$ cat src/design/pfr_pkg.sv
// Package: shared types, constants and helpers for the page frame replacement block.
`timescale 1ns / 1ps
`default_nettype none
package pfr_pkg;

  localparam int PAGE_IN_W = 8;   // page number field width
  localparam int SLOT_W    = 2;   // frame_slot field width
  localparam int CNT_W     = 32;  // tick and counter width

  localparam logic [CNT_W-1:0] CNT_MAX = '1;

  typedef enum logic [1:0] {
    ST_IDLE,
    ST_SCAN,
    ST_EVAL,
    ST_COMMIT
  } ctl_state_t;

  // controller -> datapath
  typedef struct packed {
    logic capture;  // latch page, bump tick, restart scan
    logic issue;    // read the frame at the scan pointer
    logic commit;   // write back the frame and load the result register
  } ctl_cmd_t;

  // datapath -> controller
  typedef struct packed {
    logic scan_last;  // scan pointer sits on the last frame
    logic out_free;   // result register can take a new transaction
  } dp_stat_t;

  function automatic logic [CNT_W-1:0] sat_inc(input logic [CNT_W-1:0] v);
    sat_inc = (v == CNT_MAX) ? v : v + CNT_W'(1);
  endfunction

endpackage
`default_nettype wire

$ cat src/design/pfr_if.sv
// Interfaces: page reference channel and result channel.
`timescale 1ns / 1ps
`default_nettype none
interface pfr_in_if;
  logic                         valid;
  logic                         ready;
  logic [pfr_pkg::PAGE_IN_W-1:0] page_number;

  modport source (output valid, output page_number, input ready);
  modport sink   (input valid, input page_number, output ready);
endinterface

interface pfr_out_if;
  logic                          valid;
  logic                          ready;
  logic                          hit;
  logic [pfr_pkg::SLOT_W-1:0]    frame_slot;
  logic                          evicted_valid;
  logic [pfr_pkg::PAGE_IN_W-1:0] evicted_page;
  logic [pfr_pkg::CNT_W-1:0]     hit_count;
  logic [pfr_pkg::CNT_W-1:0]     fault_count;

  modport source (output valid, output hit, output frame_slot, output evicted_valid,
                  output evicted_page, output hit_count, output fault_count, input ready);
  modport sink   (input valid, input hit, input frame_slot, input evicted_valid,
                  input evicted_page, input hit_count, input fault_count, output ready);
endinterface
`default_nettype wire

$ cat src/design/pfr_ctrl.sv
// Controller: sequences accept, frame scan, evaluation and commit.
`timescale 1ns / 1ps
`default_nettype none
module pfr_ctrl (
  input  wire logic              clk,
  input  wire logic              rst_n,
  input  wire logic              in_valid,
  output logic                   in_ready,
  input  wire pfr_pkg::dp_stat_t stat,
  output pfr_pkg::ctl_cmd_t      cmd
);

  pfr_pkg::ctl_state_t state_r, state_nxt;

  always_ff @(posedge clk) begin
    if (!rst_n) begin
      state_r <= pfr_pkg::ST_IDLE;
    end else begin
      state_r <= state_nxt;
    end
  end

  always_comb begin
    state_nxt = state_r;
    case (state_r)
      pfr_pkg::ST_IDLE: begin
        if (in_valid) state_nxt = pfr_pkg::ST_SCAN;
      end
      pfr_pkg::ST_SCAN: begin
        if (stat.scan_last) state_nxt = pfr_pkg::ST_EVAL;
      end
      pfr_pkg::ST_EVAL: begin
        state_nxt = pfr_pkg::ST_COMMIT;
      end
      pfr_pkg::ST_COMMIT: begin
        if (stat.out_free) state_nxt = pfr_pkg::ST_IDLE;
      end
      default: begin
        state_nxt = pfr_pkg::ST_IDLE;
      end
    endcase
  end

  always_comb begin
    in_ready    = 1'b0;
    cmd.capture = 1'b0;
    cmd.issue   = 1'b0;
    cmd.commit  = 1'b0;
    case (state_r)
      pfr_pkg::ST_IDLE: begin
        in_ready    = 1'b1;
        cmd.capture = in_valid;
      end
      pfr_pkg::ST_SCAN: begin
        cmd.issue = 1'b1;
      end
      pfr_pkg::ST_EVAL: begin
      end
      pfr_pkg::ST_COMMIT: begin
        cmd.commit = stat.out_free;
      end
      default: begin
      end
    endcase
  end

  a_commit_only_in_commit: assert property (@(posedge clk) disable iff (!rst_n)
    cmd.commit |=> state_r == pfr_pkg::ST_IDLE)
    else $error("commit did not return to idle");

  a_scan_follows_accept: assert property (@(posedge clk) disable iff (!rst_n)
    (in_valid && in_ready) |=> state_r == pfr_pkg::ST_SCAN)
    else $error("accepted transaction did not start a scan");

  a_no_accept_while_busy: assert property (@(posedge clk) disable iff (!rst_n)
    (state_r != pfr_pkg::ST_IDLE) |-> !cmd.capture)
    else $error("capture outside idle");

endmodule
`default_nettype wire

$ cat src/design/pfr_dpath.sv
// Datapath: frame memory, scan evaluation, stamps, counters and result register.
`timescale 1ns / 1ps
`default_nettype none
module pfr_dpath #(
  parameter int NUM_FRAMES = 4,
  parameter int PAGE_BITS  = 8
) (
  input  wire logic                          clk,
  input  wire logic                          rst_n,
  input  wire pfr_pkg::ctl_cmd_t             cmd,
  output pfr_pkg::dp_stat_t                  stat,
  input  wire logic                          cfg_we,
  input  wire logic                          cfg_wdata,
  input  wire logic [pfr_pkg::PAGE_IN_W-1:0] page_number,
  input  wire logic                          out_ready,
  output logic                               out_valid,
  output logic                               hit,
  output logic [pfr_pkg::SLOT_W-1:0]         frame_slot,
  output logic                               evicted_valid,
  output logic [pfr_pkg::PAGE_IN_W-1:0]      evicted_page,
  output logic [pfr_pkg::CNT_W-1:0]          hit_count,
  output logic [pfr_pkg::CNT_W-1:0]          fault_count
);

  localparam int FW = (NUM_FRAMES > 1) ? $clog2(NUM_FRAMES) : 1;
  localparam int CW = pfr_pkg::CNT_W;
  localparam int MW = PAGE_BITS + 2 * CW;  // {page, load stamp, use stamp}

  // frame memory, valid bits in flops
  logic [MW-1:0]         mem_r [NUM_FRAMES];
  logic [NUM_FRAMES-1:0] valid_r;
  logic [MW-1:0]         rd_q_r;
  logic                  rd_vld_r;
  logic [FW-1:0]         rd_idx_r;
  logic [FW-1:0]         scan_idx_r;

  logic                  policy_r;
  logic [PAGE_BITS-1:0]  page_r;
  logic [CW-1:0]         tick_r;
  logic [CW-1:0]         hits_r;
  logic [CW-1:0]         faults_r;

  // scan results
  logic                  found_r;
  logic [FW-1:0]         hit_idx_r;
  logic [CW-1:0]         hit_load_r;
  logic                  empty_r;
  logic [FW-1:0]         empty_idx_r;
  logic [CW-1:0]         best_r;
  logic [FW-1:0]         vict_idx_r;
  logic [PAGE_BITS-1:0]  vict_page_r;

  // result register
  logic                          out_valid_r;
  logic                          o_hit_r;
  logic [pfr_pkg::SLOT_W-1:0]    o_slot_r;
  logic                          o_ev_valid_r;
  logic [pfr_pkg::PAGE_IN_W-1:0] o_ev_page_r;

  logic [CW-1:0]        in_ext;
  logic [PAGE_BITS-1:0] in_page;
  logic [PAGE_BITS-1:0] rd_page;
  logic [CW-1:0]        rd_load;
  logic [CW-1:0]        rd_use;
  logic [CW-1:0]        rd_stamp;
  logic                 rd_valid;
  logic [FW-1:0]        slot;
  logic [MW-1:0]        wr_data;
  logic [CW-1:0]        hits_nxt;
  logic [CW-1:0]        faults_nxt;
  logic [CW-1:0]        slot_ext;
  logic [CW-1:0]        ev_ext;

  assign in_ext  = CW'(page_number);
  assign in_page = in_ext[PAGE_BITS-1:0];

  assign rd_page  = rd_q_r[MW-1 -: PAGE_BITS];
  assign rd_load  = rd_q_r[2*CW-1 -: CW];
  assign rd_use   = rd_q_r[CW-1:0];
  assign rd_stamp = policy_r ? rd_use : rd_load;
  assign rd_valid = valid_r[rd_idx_r];

  assign stat.scan_last = (scan_idx_r == FW'(NUM_FRAMES - 1));
  assign stat.out_free  = !out_valid_r || out_ready;

  // commit-time selection
  always_comb begin
    hits_nxt   = hits_r;
    faults_nxt = faults_r;
    if (found_r) begin
      slot     = hit_idx_r;
      wr_data  = {page_r, hit_load_r, tick_r};
      hits_nxt = pfr_pkg::sat_inc(hits_r);
    end else begin
      slot       = empty_r ? empty_idx_r : vict_idx_r;
      wr_data    = {page_r, tick_r, tick_r};
      faults_nxt = pfr_pkg::sat_inc(faults_r);
    end
  end

  assign slot_ext = CW'(slot);
  assign ev_ext   = CW'(vict_page_r);

  always_ff @(posedge clk) begin
    if (cmd.issue) begin
      rd_q_r <= mem_r[scan_idx_r];
    end
    if (cmd.commit) begin
      mem_r[slot] <= wr_data;
    end
  end

  // control state
  always_ff @(posedge clk) begin
    if (!rst_n) begin
      valid_r     <= '0;
      rd_vld_r    <= 1'b0;
      scan_idx_r  <= '0;
      policy_r    <= 1'b0;
      tick_r      <= '0;
      hits_r      <= '0;
      faults_r    <= '0;
      out_valid_r <= 1'b0;
    end else begin
      rd_vld_r <= cmd.issue;
      if (cfg_we) policy_r <= cfg_wdata;
      if (cmd.capture) begin
        tick_r     <= pfr_pkg::sat_inc(tick_r);
        scan_idx_r <= '0;
      end else if (cmd.issue) begin
        scan_idx_r <= scan_idx_r + FW'(1);
      end
      if (cmd.commit) begin
        valid_r[slot] <= 1'b1;
        hits_r        <= hits_nxt;
        faults_r      <= faults_nxt;
        out_valid_r   <= 1'b1;
      end else if (out_ready) begin
        out_valid_r <= 1'b0;
      end
    end
  end

  // scan bookkeeping and result payload
  always_ff @(posedge clk) begin
    if (cmd.capture) begin
      page_r  <= in_page;
      found_r <= 1'b0;
      empty_r <= 1'b0;
    end
    if (cmd.issue) begin
      rd_idx_r <= scan_idx_r;
    end
    if (rd_vld_r) begin
      if (rd_valid && (rd_page == page_r) && !found_r) begin
        found_r    <= 1'b1;
        hit_idx_r  <= rd_idx_r;
        hit_load_r <= rd_load;
      end
      if (!rd_valid && !empty_r) begin
        empty_r     <= 1'b1;
        empty_idx_r <= rd_idx_r;
      end
      // strict less-than keeps the lowest index on ties
      if ((rd_idx_r == '0) || (rd_stamp < best_r)) begin
        best_r      <= rd_stamp;
        vict_idx_r  <= rd_idx_r;
        vict_page_r <= rd_page;
      end
    end
    if (cmd.commit) begin
      o_hit_r      <= found_r;
      o_slot_r     <= slot_ext[pfr_pkg::SLOT_W-1:0];
      o_ev_valid_r <= !found_r && !empty_r;
      o_ev_page_r  <= (!found_r && !empty_r) ? ev_ext[pfr_pkg::PAGE_IN_W-1:0] : '0;
    end
  end

  assign out_valid     = out_valid_r;
  assign hit           = o_hit_r;
  assign frame_slot    = o_slot_r;
  assign evicted_valid = o_ev_valid_r;
  assign evicted_page  = o_ev_page_r;
  assign hit_count     = hits_r;
  assign fault_count   = faults_r;

  a_hit_no_evict: assert property (@(posedge clk) disable iff (!rst_n)
    out_valid_r |-> !(o_hit_r && o_ev_valid_r))
    else $error("hit reported with an eviction");

  a_ev_page_zero: assert property (@(posedge clk) disable iff (!rst_n)
    (out_valid_r && !o_ev_valid_r) |-> (o_ev_page_r == '0))
    else $error("evicted page nonzero without eviction");

  a_hit_frame_valid: assert property (@(posedge clk) disable iff (!rst_n)
    (cmd.commit && found_r) |-> valid_r[hit_idx_r])
    else $error("hit on an empty frame");

  a_evict_only_full: assert property (@(posedge clk) disable iff (!rst_n)
    (cmd.commit && !found_r && !empty_r) |-> (valid_r == '1))
    else $error("eviction while a frame is empty");

  a_one_count_step: assert property (@(posedge clk) disable iff (!rst_n)
    cmd.commit |=> ((hits_r != $past(hits_r)) || (faults_r != $past(faults_r))
                    || (hits_r == pfr_pkg::CNT_MAX) || (faults_r == pfr_pkg::CNT_MAX)))
    else $error("commit left both counters unchanged");

endmodule
`default_nettype wire

$ cat src/design/page_frame_replacement_fifo_lru.sv
// Top level: page frame table with FIFO or LRU replacement.
//
//  channel | dir | handshake        | payload
//  in_ch   | in  | valid/ready      | page_number
//  out_ch  | out | valid/ready      | hit, frame_slot, evicted_valid, evicted_page,
//          |     |                  | hit_count, fault_count
//  cfg_*   | in  | cfg_we (no wait) | cfg_wdata = policy_mode
//
// One reference passes through an accept state, one frame memory read per frame over the
// single read port, an evaluation state for the last read and a commit state; the result
// register is loaded in the commit state.
// A result sits in an output register; the next transaction is taken while it waits.
// Commit stalls only while the output register is full and not being taken.
// Reset is synchronous, active low; all frames come up empty, no clearing pass.
`timescale 1ns / 1ps
`default_nettype none
module page_frame_replacement_fifo_lru #(
  parameter int NUM_FRAMES = 4,
  parameter int PAGE_BITS  = 8
) (
  input  wire logic  clk,
  input  wire logic  rst_n,
  pfr_in_if.sink     in_ch,
  pfr_out_if.source  out_ch,
  input  wire logic  cfg_we,
  input  wire logic  cfg_wdata
);

  pfr_pkg::ctl_cmd_t cmd;
  pfr_pkg::dp_stat_t stat;

  pfr_ctrl u_ctrl (
    .clk      (clk),
    .rst_n    (rst_n),
    .in_valid (in_ch.valid),
    .in_ready (in_ch.ready),
    .stat     (stat),
    .cmd      (cmd)
  );

  pfr_dpath #(
    .NUM_FRAMES (NUM_FRAMES),
    .PAGE_BITS  (PAGE_BITS)
  ) u_dpath (
    .clk           (clk),
    .rst_n         (rst_n),
    .cmd           (cmd),
    .stat          (stat),
    .cfg_we        (cfg_we),
    .cfg_wdata     (cfg_wdata),
    .page_number   (in_ch.page_number),
    .out_ready     (out_ch.ready),
    .out_valid     (out_ch.valid),
    .hit           (out_ch.hit),
    .frame_slot    (out_ch.frame_slot),
    .evicted_valid (out_ch.evicted_valid),
    .evicted_page  (out_ch.evicted_page),
    .hit_count     (out_ch.hit_count),
    .fault_count   (out_ch.fault_count)
  );

endmodule
`default_nettype wire
$ cat src/flat_wrapper.sv
// flat-port wrapper written by rule: the top's interface ports become plain ports
module page_frame_replacement_fifo_lru_flat 
#(
  parameter int NUM_FRAMES = 4,
  parameter int PAGE_BITS  = 8
)
  (clk, rst_n, cfg_we, cfg_wdata, in_ch_valid, in_ch_page_number, in_ch_ready, out_ch_valid, out_ch_hit, out_ch_frame_slot, out_ch_evicted_valid, out_ch_evicted_page, out_ch_hit_count, out_ch_fault_count, out_ch_ready);
  pfr_in_if in_ch_i ();
  pfr_out_if out_ch_i ();
  input  wire logic clk;
  input  wire logic rst_n;
  input  wire logic cfg_we;
  input  wire logic cfg_wdata;
  input wire logic [$bits(in_ch_i.valid)-1:0] in_ch_valid;
  input wire logic [$bits(in_ch_i.page_number)-1:0] in_ch_page_number;
  output wire logic [$bits(in_ch_i.ready)-1:0] in_ch_ready;
  output wire logic [$bits(out_ch_i.valid)-1:0] out_ch_valid;
  output wire logic [$bits(out_ch_i.hit)-1:0] out_ch_hit;
  output wire logic [$bits(out_ch_i.frame_slot)-1:0] out_ch_frame_slot;
  output wire logic [$bits(out_ch_i.evicted_valid)-1:0] out_ch_evicted_valid;
  output wire logic [$bits(out_ch_i.evicted_page)-1:0] out_ch_evicted_page;
  output wire logic [$bits(out_ch_i.hit_count)-1:0] out_ch_hit_count;
  output wire logic [$bits(out_ch_i.fault_count)-1:0] out_ch_fault_count;
  input wire logic [$bits(out_ch_i.ready)-1:0] out_ch_ready;
  assign in_ch_i.valid = in_ch_valid;
  assign in_ch_i.page_number = in_ch_page_number;
  assign in_ch_ready = in_ch_i.ready;
  assign out_ch_valid = out_ch_i.valid;
  assign out_ch_hit = out_ch_i.hit;
  assign out_ch_frame_slot = out_ch_i.frame_slot;
  assign out_ch_evicted_valid = out_ch_i.evicted_valid;
  assign out_ch_evicted_page = out_ch_i.evicted_page;
  assign out_ch_hit_count = out_ch_i.hit_count;
  assign out_ch_fault_count = out_ch_i.fault_count;
  assign out_ch_i.ready = out_ch_ready;
  page_frame_replacement_fifo_lru #(.NUM_FRAMES(NUM_FRAMES), .PAGE_BITS(PAGE_BITS)) u_core (.clk(clk), .rst_n(rst_n), .in_ch(in_ch_i), .out_ch(out_ch_i), .cfg_we(cfg_we), .cfg_wdata(cfg_wdata));
endmodule
$ cat config.mk
export PLATFORM = sky130hd
export DESIGN_NAME = page_frame_replacement_fifo_lru_flat
export DESIGN_NICKNAME = d
export VERILOG_FILES = /design/src/design/pfr_pkg.sv /design/src/design/pfr_if.sv /design/src/design/pfr_ctrl.sv /design/src/design/pfr_dpath.sv /design/src/design/page_frame_replacement_fifo_lru.sv /design/src/flat_wrapper.sv
export SDC_FILE = /design/constraint.sdc
export NUM_CORES = 1
export LEC_CHECK = 0
export BUFFER_PORTS_ARGS = -buffer_cell sky130_fd_sc_hd__clkbuf_2
export CAP_MARGIN = 30
export CORE_ASPECT_RATIO = 0.9
export CORE_MARGIN = 2
export CORE_UTILIZATION = 40
export DETAILED_ROUTE_END_ITERATION = 12
export SYNTH_ARGS = -nofsm -noshare
export SYNTH_HDL_FRONTEND = slang
export SYNTH_SLANG_ARGS = --single-unit
$ cat constraint.sdc
create_clock -name clk -period 11.4 [get_ports clk]
set_clock_uncertainty 0.05 [all_clocks]
set_input_delay 2.28 -clock clk [delete_from_list [all_inputs] [get_ports clk]]
set_output_delay 2.28 -clock clk [all_outputs]
set_load 0.05 [all_outputs]
* Word-level counts from Yosys, hierarchy flattened
Memories as Yosys holds them, arrays and structs flattened. A register that Yosys moved wholly into a read port is not among the register bits.
Index checks and enable logic that the tools add are counted.
** Operators by class
- Add/subtract/negate cells :: 4
- $lt $le $gt $ge :: 4
- Equality and inequality tests :: 11
- Multiplexer cells :: 26
- Bitwise operators :: 6
- Reductions and logical operators :: 22
** Operators by type and width (count)
- adder 32 x 1 -> 32 bit (second input constant) :: 3
- equality test 32 bit (second input constant) :: 3
- 2-to-1 mux 64 bit :: 1
- < comparator 32 bit :: 1
- 2-to-1 mux 32 bit :: 1
- 2-to-1 mux 1 bit :: 16
- 2-to-1 mux 2 bit :: 5
- AND reduction 3 bit :: 3
- equality test 8 bit :: 1
- case mux 2 bit (4 select lines) :: 1
- AND reduction 2 bit :: 4
- equality test 2 bit (second input constant) :: 3
- < comparator 2 x 3 -> 1 bit (second input constant) :: 2
- logical AND 1 bit :: 5
- inverter 1 bit :: 5
- zero test 1 bit :: 4
- zero test 2 bit :: 2
- inequality test 2 bit (second input constant) :: 2
- OR 4 bit :: 1
- adder 2 x 1 -> 2 bit (second input constant) :: 1
- binary-select mux 1 bit (select 2 bit) :: 1
- demux 1 bit (select 2 bit) :: 1
- equality test 2 x 1 -> 1 bit (second input constant) :: 1
- greater-or-equal comparator 2 x 1 -> 1 bit (second input constant) :: 1
- other kinds (4) :: 5
** Storage, ports and cells
- Flip-flop bits (word level) :: 209
- Bits in writable memories :: 288
- Input bits :: 14
- Output and inout bits :: 78
- Memories kept :: 1
** Memories
- u_core.u_dpath.mem_r :: words 4, bits a word 72, read ports 1, clocked after Yosys merged registers in 1, wr ports 1, RTL line pfr_dpath.sv:30 : logic [MW-1:0] mem_r [NUM_FRAMES];

* Longest topological paths before layout
- Depth after elaboration :: 7
- Depth in mapped cells :: 9
- Mapped depth without buffers :: 7

* Modules after synthesis
Synthesis repeated with hierarchy kept, for this count alone.
** Unflattened totals
- Cell total of the unflattened synthesis :: 1404
- Area, all modules :: 22798.1 µm²
** Modules (own cells, without submodules)
- pfr_dpath :: instances 1, cells an instance 1383, area an instance 22616.7 µm², sequential area each 15955.3 µm²
- pfr_ctrl :: instances 1, cells an instance 21, area an instance 181.4 µm², sequential area each 40.0 µm²

* Worst setup path before layout
No wires, ideal clock.
- Path type :: input to register
- Start point :: input out_ch_ready
- End point :: memory u_core.u_dpath.mem_r[3][0] in the netlist's numbering, enable pin
- Arrival :: 7.549 ns
- Path slack :: 3.208 ns
- Stages on the path :: 3
- Path buffers :: 0
- Cell sequence :: nand2b_1 -> nand2_1 -> nor3_1
** On the way
- Longest elaborated chain between the ends :: 4
** RTL lines
- from (decl) :: RTL line flat_wrapper.sv:24 : input wire logic [$bits(out_ch_i.ready)-1:0] out_ch_ready;
- logical OR 1 bit :: RTL line pfr_dpath.sv:84 : assign stat.out_free = !out_valid_r || out_ready;
- 2-to-1 mux 1 bit :: RTL line pfr_ctrl.sv:49 : case (state_r)
- 2-to-1 mux 1 bit :: RTL line pfr_dpath.sv:108 : if (cmd.commit) begin
- 2-to-1 mux 1 bit (not written as such) :: RTL line pfr_dpath.sv:109 : mem_r[slot] <= wr_data;
- to (decl) :: RTL line pfr_dpath.sv:30
No other way between the ends.

* Final worst setup path
- Start point :: register u_core.u_dpath.policy_r
- End point :: register u_core.u_dpath.best_r[5], enable pin
** On the way
- Longest elaborated chain between the ends :: 4
** RTL lines
- from (decl) :: RTL line pfr_dpath.sv:37 : logic policy_r;
- from (signal assigned) :: RTL line pfr_dpath.sv:126 : if (cfg_we) policy_r <= cfg_wdata;
- 2-to-1 mux 32 bit :: RTL line pfr_dpath.sv:80 : assign rd_stamp = policy_r ? rd_use : rd_load;
- named net u_core.u_dpath.rd_stamp[1] :: RTL line pfr_dpath.sv:65 : logic [CW-1:0] rd_stamp;
- < comparator 32 bit :: RTL line pfr_dpath.sv:165 : if ((rd_idx_r == '0) || (rd_stamp < best_r)) begin
- logical OR 1 bit :: RTL line pfr_dpath.sv:165
- AND reduction 2 bit (no line)
- to (signal assigned) :: RTL line pfr_dpath.sv:166 : best_r <= rd_stamp;
- to (decl) :: RTL line pfr_dpath.sv:49 : logic [CW-1:0] best_r;
The timed path passes the listed nets, and every way through them passes these cells.
A chain may end at the register's enable or synchronous reset.

==> impl_metrics.tcl <==
set metrics [dict create \
    status "finished clean" \
    avgSynthCellArea_sq_um 15.98 \
    clock-root-buffer "clkbuf_16" \
    worstHoldStart "u_core.u_dpath.rd_q_r[53]" \
    leakage_nw 8.420 \
    yosys.area.top_type "edfxtp_1" \
    initial_core_util_pct 40.64 \
    clk_pin_slew_worst_paths_ns 0.06 \
    worst-r2r-setup-slack_ns 7.07 \
    hold_class "register to register" \
    synth_commonest_cells "edfxtp_1 (460), dfxtp_1 (109), a21oi_1 (77)" \
    grt_max_degree 85 \
    r2r-start "u_core.u_dpath.policy_r" \
    crit_end "u_core.u_dpath.best_r[5]" \
    ys_ff_latch 569 \
    r2r_end "u_core.u_dpath.best_r[5]" \
    seq_area_frac_synth_pct 70.39 \
    fin_tns_setup_ns 0 \
    n_antenna_cell 0 \
    clk_path_buf_depth 3 \
    ant_nets 0 \
    core-area_sq_um 55920 \
    port-buffer-count 91 \
    io_pins 92 \
    critPathTopFamily "compound AO/OA/AOI/OAI gates" \
    setup_viol 0 \
    cts.repair.resized 0 \
    drtIter0Drc 892 \
    preCtsSetupSlack_ns 6.364 \
    routabilityCongestion 0.8077 \
    maxCapViolations 0 \
    cp_slowest_cell "a31oi_4" \
    clock_latency_ns 0.61 \
    ys_warn_count 0 \
    slew_violations 0 \
    cp_max_fo 24 \
    p_per_area_nw_per_um2 200.1 \
    syn_inst 1422 \
    worstRegToRegCells 8 \
    cp-startpoint "u_core.u_dpath.policy_r" \
    hold_buffers 0 \
    vias_per_cell 5.398 \
    antenna_found_initial 0 \
    via_count 12640 \
    cp_data_required_time_ns 11.60 \
    hpwl_mm 28.32 \
    die-area_sq_um 58740 \
    cp_num_cells 8 \
    worstPathCellList "mux2_2 > ha_1 > or3b_2 > o211a_1 > nor4_1 > o21ai_0 > a31oi_4 > buf_4" \
    clock_sinks 569 \
    final_cell_area_sq_um 26090 \
    track_usage_pct 15.98 \
    grt.overflow.total 0 \
    wl_per_cell_microns 19.79 \
    worstMarginPinSlew_ns 0.7722 \
    drc 0 \
    grt_setup_unrepaired "no" \
    numCtsBuffers 55 \
    cts_setup_buffers 0 \
    power_mw 5.221 \
    finalHoldViolCount 0 \
    critPathBufInv 1 \
    dieWidth_microns 255.2 \
    synth_most_common_cell "edfxtp_1" \
    rows 82 \
    min_period_over_period_pct 38.00 \
    fillers 4836 \
    synth_edf_count 460 \
    nets 1593 \
    synth_top_cell_area_share_pct 60.79 \
    max_freq_mhz 230.8 \
    chipHeight_microns 230.1 \
    arrival_ns 4.53 \
    cts_tree "yes" \
    synth_cell_types 62 \
    grt_pass1_vias 12770 \
    worst_path_largest_cell_delay_ns 0.73 \
    htreeDepth 2 \
    timing.final.ws_setup_ns 7.068 \
    period_minus_slack_ns 4.332 \
    synth_flop_cell "edfxtp_1" \
    worst_setup_path_start_kind "register" \
    drtPass1Iterations 5 \
    fin_util_pct 46.66 \
    place_area_sq_um 24200 \
    end_kind "register" \
    yosys-top-cells-area "edfxtp_1 (61%), dfxtp_1 (9.6%), mux4_2 (7.2%)" \
    syn_nets 1475 \
    ir_drop_uv 115.2 \
    synth_area_sq_um 22720 \
    crit_type "register to register" \
    area_delta_synth_final_pct 14.82 \
    drive_gt1_share_pct 22.89 \
    async_flop_share_pct 0 \
    slew_headroom_pct 48.52 \
    wl_mm 46.36 \
    grt_pass1_wl_mm 73.05 \
]
## registers in the layout, indices dropped and copies added, names as in the netlist, 2 cells and up
signal and flops:
u_core.u_dpath.empty_idx_r 2, u_core.u_dpath.vict_idx_r 2, u_core.u_dpath.best_r 32, u_core.u_dpath.page_r 8, u_core.u_dpath.rd_idx_r 2, u_core.u_ctrl.state_r 2
u_core.u_dpath.vict_page_r 8, u_core.u_dpath.fault_count 32, u_core.u_dpath.evicted_page 8, u_core.u_dpath.hit_load_r 32, u_core.u_dpath.hit_count 32, u_core.u_dpath.frame_slot 2
u_core.u_dpath.valid_r 4, u_core.u_dpath.scan_idx_r 2, u_core.u_dpath.hit_idx_r 2, u_core.u_dpath.mem_r 288, u_core.u_dpath.rd_q_r 72, u_core.u_dpath.tick_r 32
## placed cells by master (no fill, tap or decap), types with 13 or more instances in the layout
master,n
nand3_1,43
nand2_1,72
o21ai_0,47
mux2i_1,17
or3_1,41
nor2_1,32
and4_1,17
clkbuf_16,55
edfxtp_1,460
and2_1,15
mux2_2,62
mux4_2,73
o31ai_1,30
ha_1,38
or4_1,29
a21oi_1,77
inv_1,46
nand4_1,30
nor4_1,13
clkbuf_2,91
dfxtp_1,105
buf_4,19
nand2b_1,14
## logic make-up (layout without fill, tap and decap cells)
group / count (synthesis) / count (layout) / share of synthesized area (%)
AO/OA/AOI/OAI: 193 / 193 / 5.148
XOR/XNOR: 18 / 18 / 0.6938
adder cells (fa/ha/maj): 39 / 39 / 2.147
buffers and inverters: 103 / 267 / 1.828
flip-flops: 569 / 569 / 70.39
multiplexers: 152 / 152 / 11.06
AND/OR/NAND/NOR: 348 / 348 / 8.738
## per-layer routing
layer | part of all wire [%] | vias up | global-route usage, %
met1 | 46 | 6424 | 22.23
li1 | - | 5882 | -
met3 | 4.7 | 70 | 2.898
met2 | 47 | 266 | 25.70
met5 | 0 | - | 0
met4 | 2.1 | 0 | 4.550
## worst min path at each step
stage | endpoint | slack [ns] | cells after the start
2_1_floorplan | u_core.u_dpath.hit | 0.35 | 0
3_3_place_gp | u_core.u_dpath.hit_load_r[18] | 0.38 | 0
3_5_place_dp | u_core.u_dpath.hit_load_r[8] | 0.39 | 0
4_1_cts | u_core.u_dpath.hit_load_r[30] | 0.40 | 0
5_1_grt | u_core.u_dpath.hit_load_r[30] | 0.42 | 0
6_report | u_core.u_dpath.hit_load_r[21] | 0.40 | 0
## metrics by stage
step	hold WS (ns)	instances
after floorplan	0.3529	1422
after global placement	0.3767	2231
after detailed placement	0.3867	2237
after CTS	0.4021	2340
after global routing	0.4192	2342
final	0.3971	2342
## where the power goes
group	switching [mW]	total [mW]	internal, mW
clock	0.766	1.86	1.09
combinational	0.423	0.714	0.291
sequential	0.110	2.65	2.54
## cell type report
type | count | area [sq um] | share of cell area [%]
sequential | 569 | 16010 | 61.34
multi-input combinational | 750 | 6377 | 24.44
clock buffer | 73 | 1514 | 5.803
inverter | 47 | 176.4 | 0.6762
timing repair buffer | 117 | 737.0 | 2.825
tap | 756 | 945.9 | 3.625
clock inverter | 30 | 335.3 | 1.285
No activity file was read; power rests on OpenSTA's default activity.
